--- src/assert_macros.svh ---
// ---------------------------------------------------------------------------
// assert_macros.svh
// Concurrent assertion shorthands, clocked on clk, disabled during reset.
// ---------------------------------------------------------------------------
`ifndef ASSERT_MACROS_SVH
`define ASSERT_MACROS_SVH

// same-cycle implication
`define ASSERT_IMPLIES(label, ante, cons, msg) \
    label: assert property (@(posedge clk) disable iff (!rst_n) (ante) |-> (cons)) \
        else $error(msg);

// next-cycle implication
`define ASSERT_NEXT(label, ante, cons, msg) \
    label: assert property (@(posedge clk) disable iff (!rst_n) (ante) |=> (cons)) \
        else $error(msg);

`endif

--- src/afe_pkg.sv ---
// ---------------------------------------------------------------------------
// afe_pkg
// Types and constants shared by the profiler frame field extractor.
// ---------------------------------------------------------------------------
package afe_pkg;

    localparam int MAX_RESULTS = 3;

    localparam logic [3:0] BEAM_LIMIT = 4'd4;
    localparam logic [8:0] CELL_LIMIT = 9'd128;

    localparam logic [7:0] HDR_MIN  = 8'd2;
    localparam logic [7:0] VOFS_MIN = 8'd60;

    // item kinds
    localparam logic [3:0] KIND_TEMP     = 4'd0;
    localparam logic [3:0] KIND_PRESSURE = 4'd1;
    localparam logic [3:0] KIND_HEADING  = 4'd2;
    localparam logic [3:0] KIND_PITCH    = 4'd3;
    localparam logic [3:0] KIND_ROLL     = 4'd4;
    localparam logic [3:0] KIND_CELLSIZE = 4'd5;
    localparam logic [3:0] KIND_BLANKING = 4'd6;
    localparam logic [3:0] KIND_BATTERY  = 4'd7;
    localparam logic [3:0] KIND_SCALING  = 4'd8;
    localparam logic [3:0] KIND_CELLS    = 4'd9;
    localparam logic [3:0] KIND_BEAMS    = 4'd10;
    localparam logic [3:0] KIND_COORD    = 4'd11;
    localparam logic [3:0] KIND_VEL      = 4'd12;
    localparam logic [3:0] KIND_AMP      = 4'd13;
    localparam logic [3:0] KIND_END      = 4'd14;
    localparam logic [3:0] KIND_ERROR    = 4'd15;

    // error values
    localparam logic [31:0] ERR_HDR_SHORT  = 32'd1;
    localparam logic [31:0] ERR_VOFS_SHORT = 32'd2;

    // common-block offsets of the last byte of each field
    localparam logic [15:0] OFS_VOFS     = 16'd1;
    localparam logic [15:0] OFS_TEMP     = 16'd19;
    localparam logic [15:0] OFS_PRESSURE = 16'd23;
    localparam logic [15:0] OFS_HEADING  = 16'd25;
    localparam logic [15:0] OFS_PITCH    = 16'd27;
    localparam logic [15:0] OFS_ROLL     = 16'd29;
    localparam logic [15:0] OFS_CONFIG   = 16'd31;
    localparam logic [15:0] OFS_CELLSIZE = 16'd33;
    localparam logic [15:0] OFS_BLANKING = 16'd35;
    localparam logic [15:0] OFS_BATTERY  = 16'd39;
    localparam logic [15:0] OFS_SCALING  = 16'd58;
    localparam logic [15:0] OFS_ARRAY_MIN = 16'd59;

    typedef struct packed {
        logic        last;
        logic [31:0] value;
        logic [8:0]  cell_idx;
        logic [3:0]  beam;
        logic [3:0]  kind;
    } result_t;

    typedef struct packed {
        logic [1:0]                   count;
        result_t [MAX_RESULTS-1:0]    items;
    } bundle_t;

endpackage

--- src/afe_parser.sv ---
// ---------------------------------------------------------------------------
// afe_parser
// Input register, frame parse state and the per-byte decode that builds
// a bundle of up to three results.
// ---------------------------------------------------------------------------
`include "assert_macros.svh"

module afe_parser (
    input  logic             clk,
    input  logic             rst_n,
    input  logic             in_valid,
    output logic             in_ready,
    input  logic [7:0]       in_byte,
    input  logic             in_start,
    input  logic             take_ready,
    output logic             push,
    output afe_pkg::bundle_t bundle
);
    import afe_pkg::*;

    localparam logic [2:0] PH_IDLE   = 3'd0;
    localparam logic [2:0] PH_HEAD   = 3'd1;
    localparam logic [2:0] PH_COMMON = 3'd2;
    localparam logic [2:0] PH_VEL    = 3'd3;
    localparam logic [2:0] PH_AMP    = 3'd4;

    typedef struct packed {
        logic [8:0] cell_idx;
        logic [3:0] beam;
        logic       done;
    } step_t;

    function automatic step_t next_elem(input logic [8:0] cur_cell, input logic [3:0] beam,
                                        input logic [8:0] cells, input logic [3:0] beams);
        step_t s;
        s.cell_idx = cur_cell + 9'd1;
        s.beam     = beam;
        s.done     = 1'b0;
        if (s.cell_idx >= cells)
        begin
            s.cell_idx = '0;
            s.beam     = beam + 4'd1;
            if (s.beam >= beams)
            begin
                s.beam = '0;
                s.done = 1'b1;
            end
        end
        return s;
    endfunction

    function automatic result_t mk(input logic [3:0] kind, input logic [3:0] beam,
                                   input logic [8:0] cell_idx, input logic [31:0] value,
                                   input logic last);
        result_t r;
        r.kind     = kind;
        r.beam     = beam;
        r.cell_idx = cell_idx;
        r.value    = value;
        r.last     = last;
        return r;
    endfunction

    logic        in_valid_reg;
    logic [7:0]  byte_reg;
    logic        start_reg;

    logic [15:0] pos_reg,    pos_next;
    logic [7:0]  hdr_reg,    hdr_next;
    logic [7:0]  vofs_reg,   vofs_next;
    logic [31:0] acc_reg,    acc_next;
    logic [8:0]  cells_reg,  cells_next;
    logic [3:0]  beams_reg,  beams_next;
    logic [3:0]  eb_reg,     eb_next;
    logic [8:0]  ec_reg,     ec_next;
    logic [2:0]  phase_reg,  phase_next;

    logic        advance;

    always_comb
    begin
        logic [15:0] p;
        logic [16:0] rel;
        logic [15:0] w16;
        logic [31:0] acc_cur;
        logic        stop;
        logic        active;
        logic        inb;
        logic [1:0]  n;
        step_t       st;

        bundle     = '0;
        n          = '0;
        stop       = 1'b0;
        st         = '0;
        inb        = 1'b0;
        rel        = '0;
        w16        = '0;

        pos_next   = pos_reg;
        hdr_next   = hdr_reg;
        vofs_next  = vofs_reg;
        acc_next   = acc_reg;
        cells_next = cells_reg;
        beams_next = beams_reg;
        eb_next    = eb_reg;
        ec_next    = ec_reg;
        phase_next = phase_reg;

        active = start_reg || (phase_reg >= PH_HEAD && phase_reg <= PH_AMP);
        p       = start_reg ? '0 : pos_reg;
        acc_cur = start_reg ? '0 : acc_reg;

        if (!active)
        begin
            phase_next = PH_IDLE;
        end
        else
        begin
            if (start_reg)
            begin
                hdr_next   = '0;
                vofs_next  = '0;
                cells_next = '0;
                beams_next = '0;
                eb_next    = '0;
                ec_next    = '0;
                phase_next = PH_HEAD;
            end
            pos_next = p + 16'd1;
            acc_next = {byte_reg, acc_cur[31:8]};
            w16      = acc_next[31:16];

            if (phase_next == PH_HEAD)
            begin
                if (p == 16'd1)
                begin
                    hdr_next = byte_reg;
                    if (byte_reg < HDR_MIN)
                    begin
                        phase_next    = PH_IDLE;
                        bundle.items[0] = mk(KIND_ERROR, '0, '0, ERR_HDR_SHORT, 1'b1);
                        n    = 2'd1;
                        stop = 1'b1;
                    end
                end
                else if (p >= 16'd2 && p == {8'h00, hdr_next})
                begin
                    phase_next = PH_COMMON;
                end
            end

            if (!stop && phase_next == PH_COMMON)
            begin
                rel = {1'b0, p} - {9'h000, hdr_next};
                if (!rel[16])
                begin
                    case (rel[15:0])
                        OFS_VOFS:
                        begin
                            vofs_next = byte_reg;
                            if (byte_reg < VOFS_MIN)
                            begin
                                phase_next      = PH_IDLE;
                                bundle.items[0] = mk(KIND_ERROR, '0, '0, ERR_VOFS_SHORT, 1'b1);
                                n    = 2'd1;
                                stop = 1'b1;
                            end
                        end
                        OFS_TEMP:
                        begin
                            bundle.items[0] = mk(KIND_TEMP, '0, '0, {16'h0, w16}, 1'b0);
                            n = 2'd1;
                        end
                        OFS_PRESSURE:
                        begin
                            bundle.items[0] = mk(KIND_PRESSURE, '0, '0, acc_next, 1'b0);
                            n = 2'd1;
                        end
                        OFS_HEADING:
                        begin
                            bundle.items[0] = mk(KIND_HEADING, '0, '0, {16'h0, w16}, 1'b0);
                            n = 2'd1;
                        end
                        OFS_PITCH:
                        begin
                            bundle.items[0] = mk(KIND_PITCH, '0, '0, {16'h0, w16}, 1'b0);
                            n = 2'd1;
                        end
                        OFS_ROLL:
                        begin
                            bundle.items[0] = mk(KIND_ROLL, '0, '0, {16'h0, w16}, 1'b0);
                            n = 2'd1;
                        end
                        OFS_CONFIG:
                        begin
                            cells_next = w16[8:0];
                            beams_next = w16[15:12];
                            bundle.items[0] = mk(KIND_CELLS, '0, '0, {23'h0, w16[8:0]}, 1'b0);
                            bundle.items[1] = mk(KIND_BEAMS, '0, '0, {28'h0, w16[15:12]}, 1'b0);
                            bundle.items[2] = mk(KIND_COORD, '0, '0, {30'h0, w16[11:10]}, 1'b0);
                            n = 2'd3;
                        end
                        OFS_CELLSIZE:
                        begin
                            bundle.items[0] = mk(KIND_CELLSIZE, '0, '0, {16'h0, w16}, 1'b0);
                            n = 2'd1;
                        end
                        OFS_BLANKING:
                        begin
                            bundle.items[0] = mk(KIND_BLANKING, '0, '0, {16'h0, w16}, 1'b0);
                            n = 2'd1;
                        end
                        OFS_BATTERY:
                        begin
                            bundle.items[0] = mk(KIND_BATTERY, '0, '0, {16'h0, w16}, 1'b0);
                            n = 2'd1;
                        end
                        OFS_SCALING:
                        begin
                            bundle.items[0] = mk(KIND_SCALING, '0, '0, {24'h0, byte_reg}, 1'b0);
                            n = 2'd1;
                            if (cells_next == '0 || beams_next == '0)
                            begin
                                phase_next      = PH_IDLE;
                                bundle.items[1] = mk(KIND_END, '0, '0, '0, 1'b1);
                                n    = 2'd2;
                                stop = 1'b1;
                            end
                        end
                        default:
                        begin
                        end
                    endcase
                    if (!stop && rel[15:0] >= OFS_ARRAY_MIN && rel[15:0] == {8'h00, vofs_next})
                    begin
                        eb_next    = '0;
                        ec_next    = '0;
                        phase_next = PH_VEL;
                    end
                end
            end

            if (!stop)
            begin
                inb = (eb_next < BEAM_LIMIT) && (ec_next < CELL_LIMIT);
                if (phase_next == PH_VEL)
                begin
                    if (p[0] ^ hdr_next[0] ^ vofs_next[0])
                    begin
                        if (inb)
                        begin
                            bundle.items[0] = mk(KIND_VEL, eb_next, ec_next, {16'h0, w16}, 1'b0);
                            n = 2'd1;
                        end
                        st      = next_elem(ec_next, eb_next, cells_next, beams_next);
                        ec_next = st.cell_idx;
                        eb_next = st.beam;
                        if (st.done)
                        begin
                            phase_next = PH_AMP;
                        end
                    end
                end
                else if (phase_next == PH_AMP)
                begin
                    if (inb)
                    begin
                        bundle.items[0] = mk(KIND_AMP, eb_next, ec_next, {24'h0, byte_reg}, 1'b0);
                        n = 2'd1;
                    end
                    st      = next_elem(ec_next, eb_next, cells_next, beams_next);
                    ec_next = st.cell_idx;
                    eb_next = st.beam;
                    if (st.done)
                    begin
                        phase_next      = PH_IDLE;
                        bundle.items[n] = mk(KIND_END, '0, '0, '0, 1'b1);
                        n = n + 2'd1;
                    end
                end
            end
        end
        bundle.count = n;
    end

    assign advance  = in_valid_reg && (take_ready || bundle.count == '0);
    assign push     = advance && bundle.count != '0;
    assign in_ready = !in_valid_reg || advance;

    always_ff @(posedge clk or negedge rst_n)
    begin
        if (!rst_n)
        begin
            in_valid_reg <= 1'b0;
        end
        else if (in_ready)
        begin
            in_valid_reg <= in_valid;
        end
    end

    always_ff @(posedge clk)
    begin
        if (in_valid && in_ready)
        begin
            byte_reg  <= in_byte;
            start_reg <= in_start;
        end
    end

    always_ff @(posedge clk or negedge rst_n)
    begin
        if (!rst_n)
        begin
            pos_reg   <= '0;
            hdr_reg   <= '0;
            vofs_reg  <= '0;
            acc_reg   <= '0;
            cells_reg <= '0;
            beams_reg <= '0;
            eb_reg    <= '0;
            ec_reg    <= '0;
            phase_reg <= PH_IDLE;
        end
        else if (advance)
        begin
            pos_reg   <= pos_next;
            hdr_reg   <= hdr_next;
            vofs_reg  <= vofs_next;
            acc_reg   <= acc_next;
            cells_reg <= cells_next;
            beams_reg <= beams_next;
            eb_reg    <= eb_next;
            ec_reg    <= ec_next;
            phase_reg <= phase_next;
        end
    end

    `ASSERT_IMPLIES(a_last_only_final, push && bundle.count > 2'd1, !bundle.items[0].last, "frame end marker not in final slot")
    `ASSERT_NEXT(a_idle_after_end, push && bundle.items[bundle.count - 2'd1].last, phase_reg == PH_IDLE, "parser not idle after frame end")

endmodule

--- src/afe_serializer.sv ---
// ---------------------------------------------------------------------------
// afe_serializer
// Result register holding one bundle; hands its results out one per
// transfer.
// ---------------------------------------------------------------------------
`include "assert_macros.svh"

module afe_serializer (
    input  logic             clk,
    input  logic             rst_n,
    input  logic             push,
    input  afe_pkg::bundle_t bundle,
    output logic             take_ready,
    output logic             out_valid,
    input  logic             out_ready,
    output afe_pkg::result_t out_item
);
    import afe_pkg::*;

    logic        bundle_valid_reg;
    bundle_t     bundle_reg;
    logic [1:0]  sel_reg;
    logic        pop;
    logic        last_pop;

    assign out_valid  = bundle_valid_reg;
    assign out_item   = bundle_reg.items[sel_reg];
    assign pop        = bundle_valid_reg && out_ready;
    assign last_pop   = pop && (sel_reg == bundle_reg.count - 2'd1);
    assign take_ready = !bundle_valid_reg || last_pop;

    always_ff @(posedge clk or negedge rst_n)
    begin
        if (!rst_n)
        begin
            bundle_valid_reg <= 1'b0;
            sel_reg          <= '0;
        end
        else if (push && take_ready)
        begin
            bundle_valid_reg <= 1'b1;
            sel_reg          <= '0;
        end
        else if (last_pop)
        begin
            bundle_valid_reg <= 1'b0;
            sel_reg          <= '0;
        end
        else if (pop)
        begin
            sel_reg <= sel_reg + 2'd1;
        end
    end

    always_ff @(posedge clk)
    begin
        if (push && take_ready)
        begin
            bundle_reg <= bundle;
        end
    end

    `ASSERT_IMPLIES(a_count_nonzero, bundle_valid_reg, bundle_reg.count != 2'd0, "empty bundle held")
    `ASSERT_IMPLIES(a_sel_in_range, bundle_valid_reg, sel_reg < bundle_reg.count, "result select past bundle")
    `ASSERT_NEXT(a_pop_advances, pop && !last_pop && !push, bundle_valid_reg && sel_reg == $past(sel_reg) + 2'd1, "bundle lost mid-drain")

endmodule

--- src/adcp_frame_field_extractor.sv ---
// ---------------------------------------------------------------------------
// adcp_frame_field_extractor
// Profiler data frame parser: header, common-block fields, velocity and
// amplitude arrays, end and error markers.
// ---------------------------------------------------------------------------
// One frame byte per transfer, one byte per cycle sustained while the output
// does not stall. A byte's first result passes the input register and the
// result register before it is presented. Results leave one per transfer, so
// a byte that yields several results (the cells/beams/coordinates word gives
// three, velocity scaling with an empty array and an in-bounds last amplitude
// with the end marker give two) holds the input side while its extra results
// drain. tuser[0] on the input marks byte 0 of a frame; tlast on the output
// marks the end or error result. No clearing pass after reset.

module adcp_frame_field_extractor (
    input  logic        clk,
    input  logic        rst_n,
    input  logic        s_axis_tvalid,
    output logic        s_axis_tready,
    input  logic [7:0]  s_axis_tdata,   // [7:0] data_byte
    input  logic [0:0]  s_axis_tuser,   // [0] frame_start
    output logic        m_axis_tvalid,
    input  logic        m_axis_tready,
    output logic [47:0] m_axis_tdata,   // [3:0] beam_index, [12:4] cell_index,
                                        // [44:13] field_value, [47:45] zero
    output logic [3:0]  m_axis_tuser,   // [3:0] item_kind
    output logic        m_axis_tlast    // frame_last
);
    import afe_pkg::*;

    logic    take_ready;
    logic    push;
    bundle_t bundle;
    result_t item;

    afe_parser u_parser (
        .clk        (clk),
        .rst_n      (rst_n),
        .in_valid   (s_axis_tvalid),
        .in_ready   (s_axis_tready),
        .in_byte    (s_axis_tdata),
        .in_start   (s_axis_tuser[0]),
        .take_ready (take_ready),
        .push       (push),
        .bundle     (bundle)
    );

    afe_serializer u_serializer (
        .clk        (clk),
        .rst_n      (rst_n),
        .push       (push),
        .bundle     (bundle),
        .take_ready (take_ready),
        .out_valid  (m_axis_tvalid),
        .out_ready  (m_axis_tready),
        .out_item   (item)
    );

    assign m_axis_tdata = {3'b000, item.value, item.cell_idx, item.beam};
    assign m_axis_tuser = item.kind;
    assign m_axis_tlast = item.last;

endmodule

--- config.mk ---
export PLATFORM = sky130hd
export DESIGN_NAME = adcp_frame_field_extractor
export DESIGN_NICKNAME = d
export VERILOG_FILES = /design/src/afe_pkg.sv /design/src/afe_parser.sv /design/src/afe_serializer.sv /design/src/adcp_frame_field_extractor.sv
export VERILOG_INCLUDE_DIRS = /design/src /design/src/src
export SDC_FILE = /design/constraint.sdc
export NUM_CORES = 1
export LEC_CHECK = 0
export ABC_AREA = 1
export BUFFER_PORTS_ARGS = -buffer_cell sky130_fd_sc_hd__buf_2
export CORE_MARGIN = 2
export CORE_UTILIZATION = 45
export CTS_CLUSTER_SIZE = 24
export DETAILED_ROUTE_END_ITERATION = 16
export GPL_TIMING_DRIVEN = 0
export PLACE_DENSITY = 0.74
export SYNTH_ARGS = -nofsm -noshare
export SYNTH_HDL_FRONTEND = slang
export SYNTH_SLANG_ARGS = --single-unit
--- constraint.sdc ---
create_clock -name clk -period 12.3 [get_ports clk]
set_input_delay 1.23 -clock clk [delete_from_list [all_inputs] [get_ports clk]]
set_output_delay 1.23 -clock clk [all_outputs]
set_load 0.05 [all_outputs]
* Yosys cells after proc, flatten, opt, wreduce, memory -nomap -nowiden
Index checks and enable logic that the tools add are counted.
** Word-level totals
- Output and inout bits :: 55
- Input bits :: 13
- Register bits :: 258
** Cells by class
- Order comparisons :: 13
- Equal/unequal tests :: 19
- Bitwise operators :: 5
- Muxes and demuxes :: 140
- Reduce and logical (&&, ||, !) cells :: 30
- Add/subtract/negate cells :: 7
** Operator list (number)
- two-way mux 150 bit :: 6
- two-way mux 50 bit :: 15
- case mux 50 bit (11 select lines) :: 1
- AND 138 bit :: 1
- NOT 138 bit :: 1
- two-way mux 9 bit :: 15
- two-way mux 14 bit :: 9
- two-way mux 8 bit :: 13
- binary-select mux 50 bit (select 2 bit) :: 1
- demux 50 bit (select 2 bit) :: 1
- two-way mux 100 bit :: 1
- case mux 50 bit (2 select lines) :: 1
- == test 16 x 5 -> 1 bit (second input constant) :: 6
- == test 16 x 6 -> 1 bit (second input constant) :: 4
- two-way mux 3 bit :: 20
- two-way mux 4 bit :: 15
- two-way mux 2 bit :: 20
- == test 16 x 1 -> 1 bit (second input constant) :: 2
- == test 16 x 8 -> 1 bit :: 2
- two-way mux 32 bit :: 1
- two-way mux 19 bit :: 1
- subtractor 16 x 8 -> 17 bit :: 1
- adder 16 x 1 -> 16 bit (second input constant) :: 1
- greater-or-equal comparator 16 x 2 -> 1 bit (second input constant) :: 1
- other kinds (37) :: 75

* Logic depth before layout (Yosys ltp)
Gate-level depths: netlist (run 1).
- Depth in word-level cells :: 40
- Mapped depth :: 63

* Hierarchy
From an unflattened synthesis (run 1), not the netlist that was laid out.
** Unflattened totals
- Cell total of the unflattened synthesis :: 1933
- Area, all modules :: 15576.2 um2
** By module, submodules not included
- afe_parser :: area an instance 9638.0 um2, instances 1, cells each 1520, seq. area each 2422.3 um2
- afe_serializer :: area an instance 5911.9 um2, instances 1, cells each 409, seq. area each 4639.4 um2
- adcp_frame_field_extractor :: area an instance 26.3 um2, instances 1, cells each 4, seq. area each 0.0 um2

* Worst setup path after synthesis (run 1)
No wires, ideal clock.
- Path type :: register -> register
- Start :: register u_parser.start_reg
- End :: register u_serializer.bundle_reg[0] (netlist name) (enable)
- Buffers on the path :: 5
- Data required time :: 11883 ps
- Cell stages (with the launch flop) :: 54
- Period minus slack after synthesis :: 8975 ps
- Setup slack :: 3325 ps
- Library setup time :: 417 ps
- Data arrival time :: 8558 ps
- Cells stage by stage :: edfxtp_1 buf_4 buf_2 nor2_1 inv_1 ha_1 nor3b_2 nand2_1 nor2_2 inv_2 clkbuf_1 nand2_1 o21ai_0 ha_1 inv_1 fa_1 nand2_1 nand2_1 [18 not listed] nor2_1 nand2_1 and2_1 ha_1 nand3_1 nand2_1 nand3_1 nand2_1 a21oi_1 o21ai_1 nand2_1 nor2_1 inv_1 nand3_1 nand2_1 nand3_2 nand3_1 inv_1
** Between the ends
- Longest elaborated chain between the ends :: 36
- Elaborated cells on any way between the ends :: 135
** RTL lines
- start, declared :: RTL line afe_parser.sv:66 : logic start_reg;
- start signal, assigned :: RTL line afe_parser.sv:308 : start_reg <= in_start;
- parallel branches: the longest is 30 deep, another holds subtractor 16 x 8 -> 17 bit
- two-way mux 2 bit (*) :: RTL line afe_parser.sv:114 : if (!active)
- zero test 2 bit :: RTL line afe_parser.sv:287 : assign advance = in_valid_reg && (take_ready || bundle.count == '0);
- logical OR 1 bit :: RTL line afe_parser.sv:287
- logical AND 1 bit :: RTL line afe_parser.sv:287
- logical AND 1 bit (*) :: RTL line afe_parser.sv:288 : assign push = advance && bundle.count != '0;
- logical AND 1 bit (*) :: RTL line afe_serializer.sv:57 : if (push && take_ready)
- end signal, assigned :: RTL line afe_serializer.sv:59 : bundle_reg <= bundle;
- end, declared :: RTL line afe_serializer.sv:21 : bundle_t bundle_reg;
Every way passes the cells marked *. The select of a mux whose other input is x is not followed.
A chain may end at the register's enable or synchronous reset.

* Final worst setup path (run 1)
- Start :: register u_parser.start_reg
- End :: output port s_axis_tready
** Between the ends
- Longest elaborated chain between the ends :: 35
- Elaborated cells on any way between the ends :: 133
** RTL lines
- parallel branches: the longest is 30 deep, another holds subtractor 16 x 8 -> 17 bit
- two-way mux 2 bit (*) :: RTL line afe_parser.sv:114
- zero test 2 bit (*) :: RTL line afe_parser.sv:287
- logical OR 1 bit (*) :: RTL line afe_parser.sv:287
- logical AND 1 bit (*) :: RTL line afe_parser.sv:287
- logical OR 1 bit (*) :: RTL line afe_parser.sv:289 : assign in_ready = !in_valid_reg || advance;
- end, declared :: RTL line adcp_frame_field_extractor.sv:19 : output logic s_axis_tready,
Marks and branches as above.

==> summary.md, run 1 <==
| Metric | Value |
|---|---|
| Post-layout min period | 11.52 ns |
| Largest family of logic cells by synthesized area | simple AND/OR/NAND/NOR gates |
| Simple-Gate Fraction of Synth Area | 37.8% |
| #FFs+latches synth | 161 |
| H-tree Lvls | 4 |
| Mux contribution to synthesized area | 0.0894% |
| Max Slew Vio Count | 0 |
| Die extent in x | 162 um |
| Placed Area | 12000 sq um |
| Synth warn | 0 |
| Port bufs | 64 |
| Hold path cells | 2 |
| Vias in the first global route | 10.6k |
| Total Neg Setup Slack | 0 ns |
| Core area | 24400 sq um |
| Post-synthesis xor/xnor area fraction | 1.55% |
| Crit path DAT | 10.29 ns |
| Post-Syn Instances | 1603 |
| Syn Std Cell Area | 11200 sq um |
| Gr usage total | 27.3% |
| Worst vdd ir | 0.000188 V |
| # IOs | 68 |
| Least-Margin Pin Slew | 0.792 ns |
| Post-Place Worst Slack | 1.10 ns |
| Hold Crit Start | u_parser.vofs_reg[4] |
| Clock Sinks | 161 |
| Max reg flops | 63 |
| Final Skew | 0.0253 ns |
| RR Startpoint | u_parser.start_reg |
| CP required | 11.07 ns |
| Max stage delay on crit path | 0.42 ns |
| # diodes | 0 |
| Critical Path Most Common Cell | nand2_1 |
| Worst setup startpoint | u_parser.start_reg |
| Initial antenna violation count | 0 |
| Starting Density | 45.9% |
| Clock root cell | clkbuf_16 |
| Slowest cell on the critical path | edfxtp_1 |
| Pwr per Cell Area | 188 nW/um^2 |
| Synth area leader | dfrtp_1 |
| Synth Area per Inst | 6.98 sq um |
| Fraction of registers with async set or reset after synthesis | 55.3% |
| Final Util | 51.7% |
| CTS Buffer Depth | 2 |
| Total number of vias | 11.3k |
| Post-layout nets | 1738 |
| GRT overflow | 0 |
| WS Path Type | flip-flop to output port |
| Outcome | completed |
| Pin count of the biggest net entering global routing | 60 |
| R2R cell count | 52 |
| Final HPWL DP | 27.0 mm |
| Period utilization | 93.7% |
| Synth Area in Adders | 3.53% |
| CTS buffer count | 17 |
| Routability cong. | 0.962 |
| LEAKAGE | 6.54 nW |
| RSZ-0062 raised after global routing | false |
| Cell with the most instances after synthesis | nand2_1 |
| Fmax | 86.8 MHz |
| Drt initial violations | 1163 |
| First-pass GRT wire length | 56.0 mm |
| Synth Area in Compound Gates | 7.57% |
| Final setup viols | 0 |
| Pwr Total | 2.37 mW |
| Wire per inst | 17.4 um |
| Layout Cells excl Fill | 2031 |
| Reg clk slew, reported paths | 0.08 ns |
| Final WS setup | 0.776 ns |
| Synth area leaders | dfrtp_1 20%, edfxtp_1 19%, nand2_1 17% |
| Post-synth EDFFs | 72 |
| Crit start category | flip-flop |
| Share of layout cells above drive strength 1 | 9.72% |
| CTS tree | done |
| Die Ht | 162 um |
| Vias per cell | 5.57 |
| Sequential share of the synthesized area | 39.2% |
| Post-CTS setup repair buffer count | 0 |
| Max cap viols | 0 |
| DIE AREA | 26200 sq um |
| Critical Path Sink Type | output port |
| # hold bufs at CTS | 0 |
| Top cell type's share of synthesized area | 19.9% |
| Relative slew slack | 47.2% |
| Top FF cell, synth | dfrtp_1 |
| Std cell rows | 57 |
| Synth-to-Final Area Change | 12.7% |
| # resized after CTS | 0 |
| Synth cell count leaders | 495 x nand2_1, 195 x inv_1, 193 x nor2_1 |
| Unique masters post-synth | 53 |
| Critical Path Fanout Max | 10 |
| Final hold violations | 0 |
| Detailed Route WL | 35.3 mm |
| Worst hold slack | 0.474 ns |
| Design area | 12600 sq um |
| Hold WC Path Type | flip-flop to flip-flop |
| Pre-Repair DR Iteration Count | 6 |
| DP Cell Count | 1999 |
| Post-route ant nets | 0 |
| Later-pin clock latency in the skew report | 0.45 ns |
| DRC errors left | 0 |
[layout make-up]
class                      instances  area [sq um]
clock inverter                    15           194
buffer                            72           373
tap                              324           405
fill                            2433         11800
inverter                         206           773
timing repair buffer              66           370
sequential                       161          4390
clock buffer                      17           425
multi-input combinational       1170          5690
[critical path: cells and delay by family (launching register included)]
kind                       cells  cell delay (ns)
and+or+nand+nor               30             4.59
DFF                            1             0.42
adders and majority gates      5             1.35
xor gates and xnor gates       1             0.37
AOI/OAI and AO/OA              4             0.81
buffers and inverters         11             2.28
[final timing paths]
kind                                                to  slack, ns
min reg2reg                       u_parser.vofs_reg[4]       0.47
min in group asynchronous        u_parser.beams_reg[1]       0.73
min                               u_parser.vofs_reg[4]       0.47
max reg2reg                u_serializer.bundle_reg[15]       1.89
max                                      s_axis_tready       0.78
max in group asynchronous         u_parser.vofs_reg[0]      10.88
[logic make-up after synthesis]
logic type | Yosys count
xor gates and xnor gates | 19
muxes | 1
buffers and inverters | 278
DFF | 161
other | 1
adders and majority gates | 31
and+or+nand+nor | 965
AOI/OAI and AO/OA | 147
[routing by layer]
| metal | vias to the layer above | track usage, % | share of wire [%] |
|---|---|---|---|
| met5 | - | 0 | 0 |
| met4 | 0 | 12.6 | 4.9 |
| met3 | 136 | 4.62 | 8.5 |
| met2 | 572 | 43.6 | 45 |
| met1 | 5187 | 36.4 | 42 |
| li1 | 5415 | - | - |
[report_power, final]
group	internal [mW]	leakage [nW]	switching (mW)
Clock	0.327	0.302	0.253
Sequential	0.631	1.92	0.0468
Combinational	0.281	4.31	0.829
Total	1.24	6.54	1.13
[placed cells by master, fill, tap and decap left out, types with 9 or more instances in the layout]
cell / instances
inv_1: 194
inv_2: 9
nor2_1: 192
clkbuf_16: 17
nand3_1: 108
nor3_1: 20
a21oi_1: 31
nand4_1: 104
ha_1: 30
o21ai_0: 69
edfxtp_1: 72
xor2_1: 14
clkbuf_1: 41
dfrtp_1: 89
buf_4: 12
buf_2: 70
nor2_2: 10
nand2_1: 495
Note: power is estimated with default switching activity, not from simulation.
==> inputs of run 2 (changes only) <==
GPL_TIMING_DRIVEN = default   (was 0)
==> run 2 against run 1 <==
Critical path type unchanged. Sequential cell count did not move. Critical path depth did not move. Clock skew fell by 0.013 ns. Register-to-register slack got worse by 0.55 ns. Utilization fell by 1.2 points. Combinational power fell by 4%.
==> summary.md, run 2 (same netlist as run 1, synthesis figures left out) <==
| Metric | Value |
|---|---|
| Outcome | completed |
| DRC errors left | 0 |
| DP Cell Count | 1935 |
| Worst vdd ir | 0.000128 V |
| Share of layout cells above drive strength 1 | 9.07% |
| Max reg flops | 63 |
| Final Util | 50.5% |
| Final hold violations | 0 |
| Least-Margin Pin Slew | 1.13 ns |
| Final setup viols | 0 |
| Commonest non-fill, non-tap cell in the layout | nand2_1 |
| # IOs | 68 |
| H-tree Lvls | 4 |
| Max Slew Vio Count | 0 |
| First-pass GRT wire length | 54.2 mm |
| CTS buffer count | 17 |
| Total Neg Setup Slack | 0 ns |
| Pin count of the biggest net entering global routing | 85 |
| Post-route ant nets | 0 |
| RSZ-0062 raised after global routing | false |
| Critical Path Most Common Cell | nand2_1 |
| Period utilization | 92.6% |
| Max stage delay on crit path | 0.53 ns |
| Hold WC Path Type | flip-flop to flip-flop |
| Post-CTS setup repair buffer count | 0 |
| Crit path DAT | 10.15 ns |
| CP required | 11.07 ns |
| CTS tree | done |
| DIE AREA | 26200 sq um |
| Total number of vias | 11.0k |
| Later-pin clock latency in the skew report | 0.44 ns |
| Port bufs | 64 |
| Final Skew | 0.0120 ns |
| Worst hold slack | 0.474 ns |
| Drt initial violations | 1063 |
| Fmax | 87.8 MHz |
| # diodes | 0 |
| WS Path Type | flip-flop to output port |
| Pwr per Cell Area | 192 nW/um^2 |
| Max cap viols | 0 |
| Final HPWL DP | 24.0 mm |
| Slowest cell on the critical path | nor2_2 |
| Die Ht | 162 um |
| # resized after CTS | 0 |
| Vias per cell | 5.61 |
| CTS Buffer Depth | 2 |
| Reg clk slew, reported paths | 0.08 ns |
| GRT overflow | 0 |
| Crit start category | flip-flop |
| Gr usage total | 26.0% |
| Placed Area | 11700 sq um |
| Critical Path Sink Type | output port |
| Starting Density | 45.9% |
| Die extent in x | 162 um |
| Critical Path Fanout Max | 40 |
| LEAKAGE | 6.41 nW |
| Layout Cells excl Fill | 1967 |
| Routability cong. | 0.964 |
| Post-layout nets | 1674 |
| Post-layout min period | 11.38 ns |
| Initial antenna violation count | 0 |
| Clock root cell | clkbuf_16 |
| Std cell rows | 57 |
| # hold bufs at CTS | 0 |
| Most frequent cells in the layout | 495 x nand2_1, 194 x inv_1, 193 x nor2_1 |
| Synth-to-Final Area Change | 10.1% |
| Wire per inst | 17.1 um |
| Pre-Repair DR Iteration Count | 6 |
| Relative slew slack | 24.6% |
| Core area | 24400 sq um |
| Design area | 12300 sq um |
| Detailed Route WL | 33.7 mm |
| Clock Sinks | 161 |
| Vias in the first global route | 10.3k |
==> run 2: per-layer routing <==
| layer | up-vias | global-route usage [%] | wire length [um] |
|---|---|---|---|
| met5 | - | 0 | 0 |
| met4 | 0 | 9.17 | 877 |
| met3 | 74 | 3.40 | 2520 |
| met2 | 497 | 42.5 | 15600 |
| met1 | 5165 | 35.8 | 14700 |
| li1 | 5296 | - | - |
==> run 2: cell type report <==
cell class,instances,area [sq um]
inverters,206,773
clock buffers,19,454
flip-flops and latches,161,4390
fillers,2408,12100
multi-input cells,1170,5690
well taps,324,405
clock inverters,13,209
repair buffers,74,398
==> run 2: stage by stage <==
stage | power (mW) | setup slack [ns]
after floorplan | 1.48 | 3.33
after global routing | 2.51 | 0.0976
after global placement | 1.73 | 2.01
final | 2.36 | 0.916
after CTS | 2.35 | 1.15
after detailed placement | 1.74 | 1.65
==> run 2: power by group <==
group	switching [mW]	internal [mW]	leakage [nW]	total, mW
sequential	0.0522	0.631	1.92	0.683
combinational	0.805	0.261	4.16	1.07
clock	0.253	0.361	0.326	0.614
total	1.11	1.25	6.41	2.36
==> run 2: path summary, 6_finish.rpt <==
check	cells after the start	start	slack (ns)	end
setup / recovery	51	u_parser.start_reg	0.92	s_axis_tready
hold / removal	2	u_parser.acc_reg[31]	0.47	u_parser.acc_reg[31]
setup reg to reg	53	u_parser.start_reg	1.34	u_parser.cells_reg[8]
hold reg to reg	2	u_parser.acc_reg[31]	0.47	u_parser.acc_reg[31]
max in group asynchronous	2	rst_n	10.39	u_parser.in_valid_reg
min in group asynchronous	1	rst_n	0.77	u_parser.eb_reg[3]
==> run 2: critical path, delay by kind of cell, from the launching register on <==
| family | cells | cell delay (ns) |
|---|---|---|
| XOR/XNOR | 1 | 0.32 |
| flip-flops | 1 | 0.32 |
| AO/OA/AOI/OAI | 3 | 0.84 |
| AND/OR/NAND/NOR | 34 | 5.03 |
| adder cells (fa/ha/maj) | 4 | 1.10 |
| buffers and inverters | 9 | 2.06 |
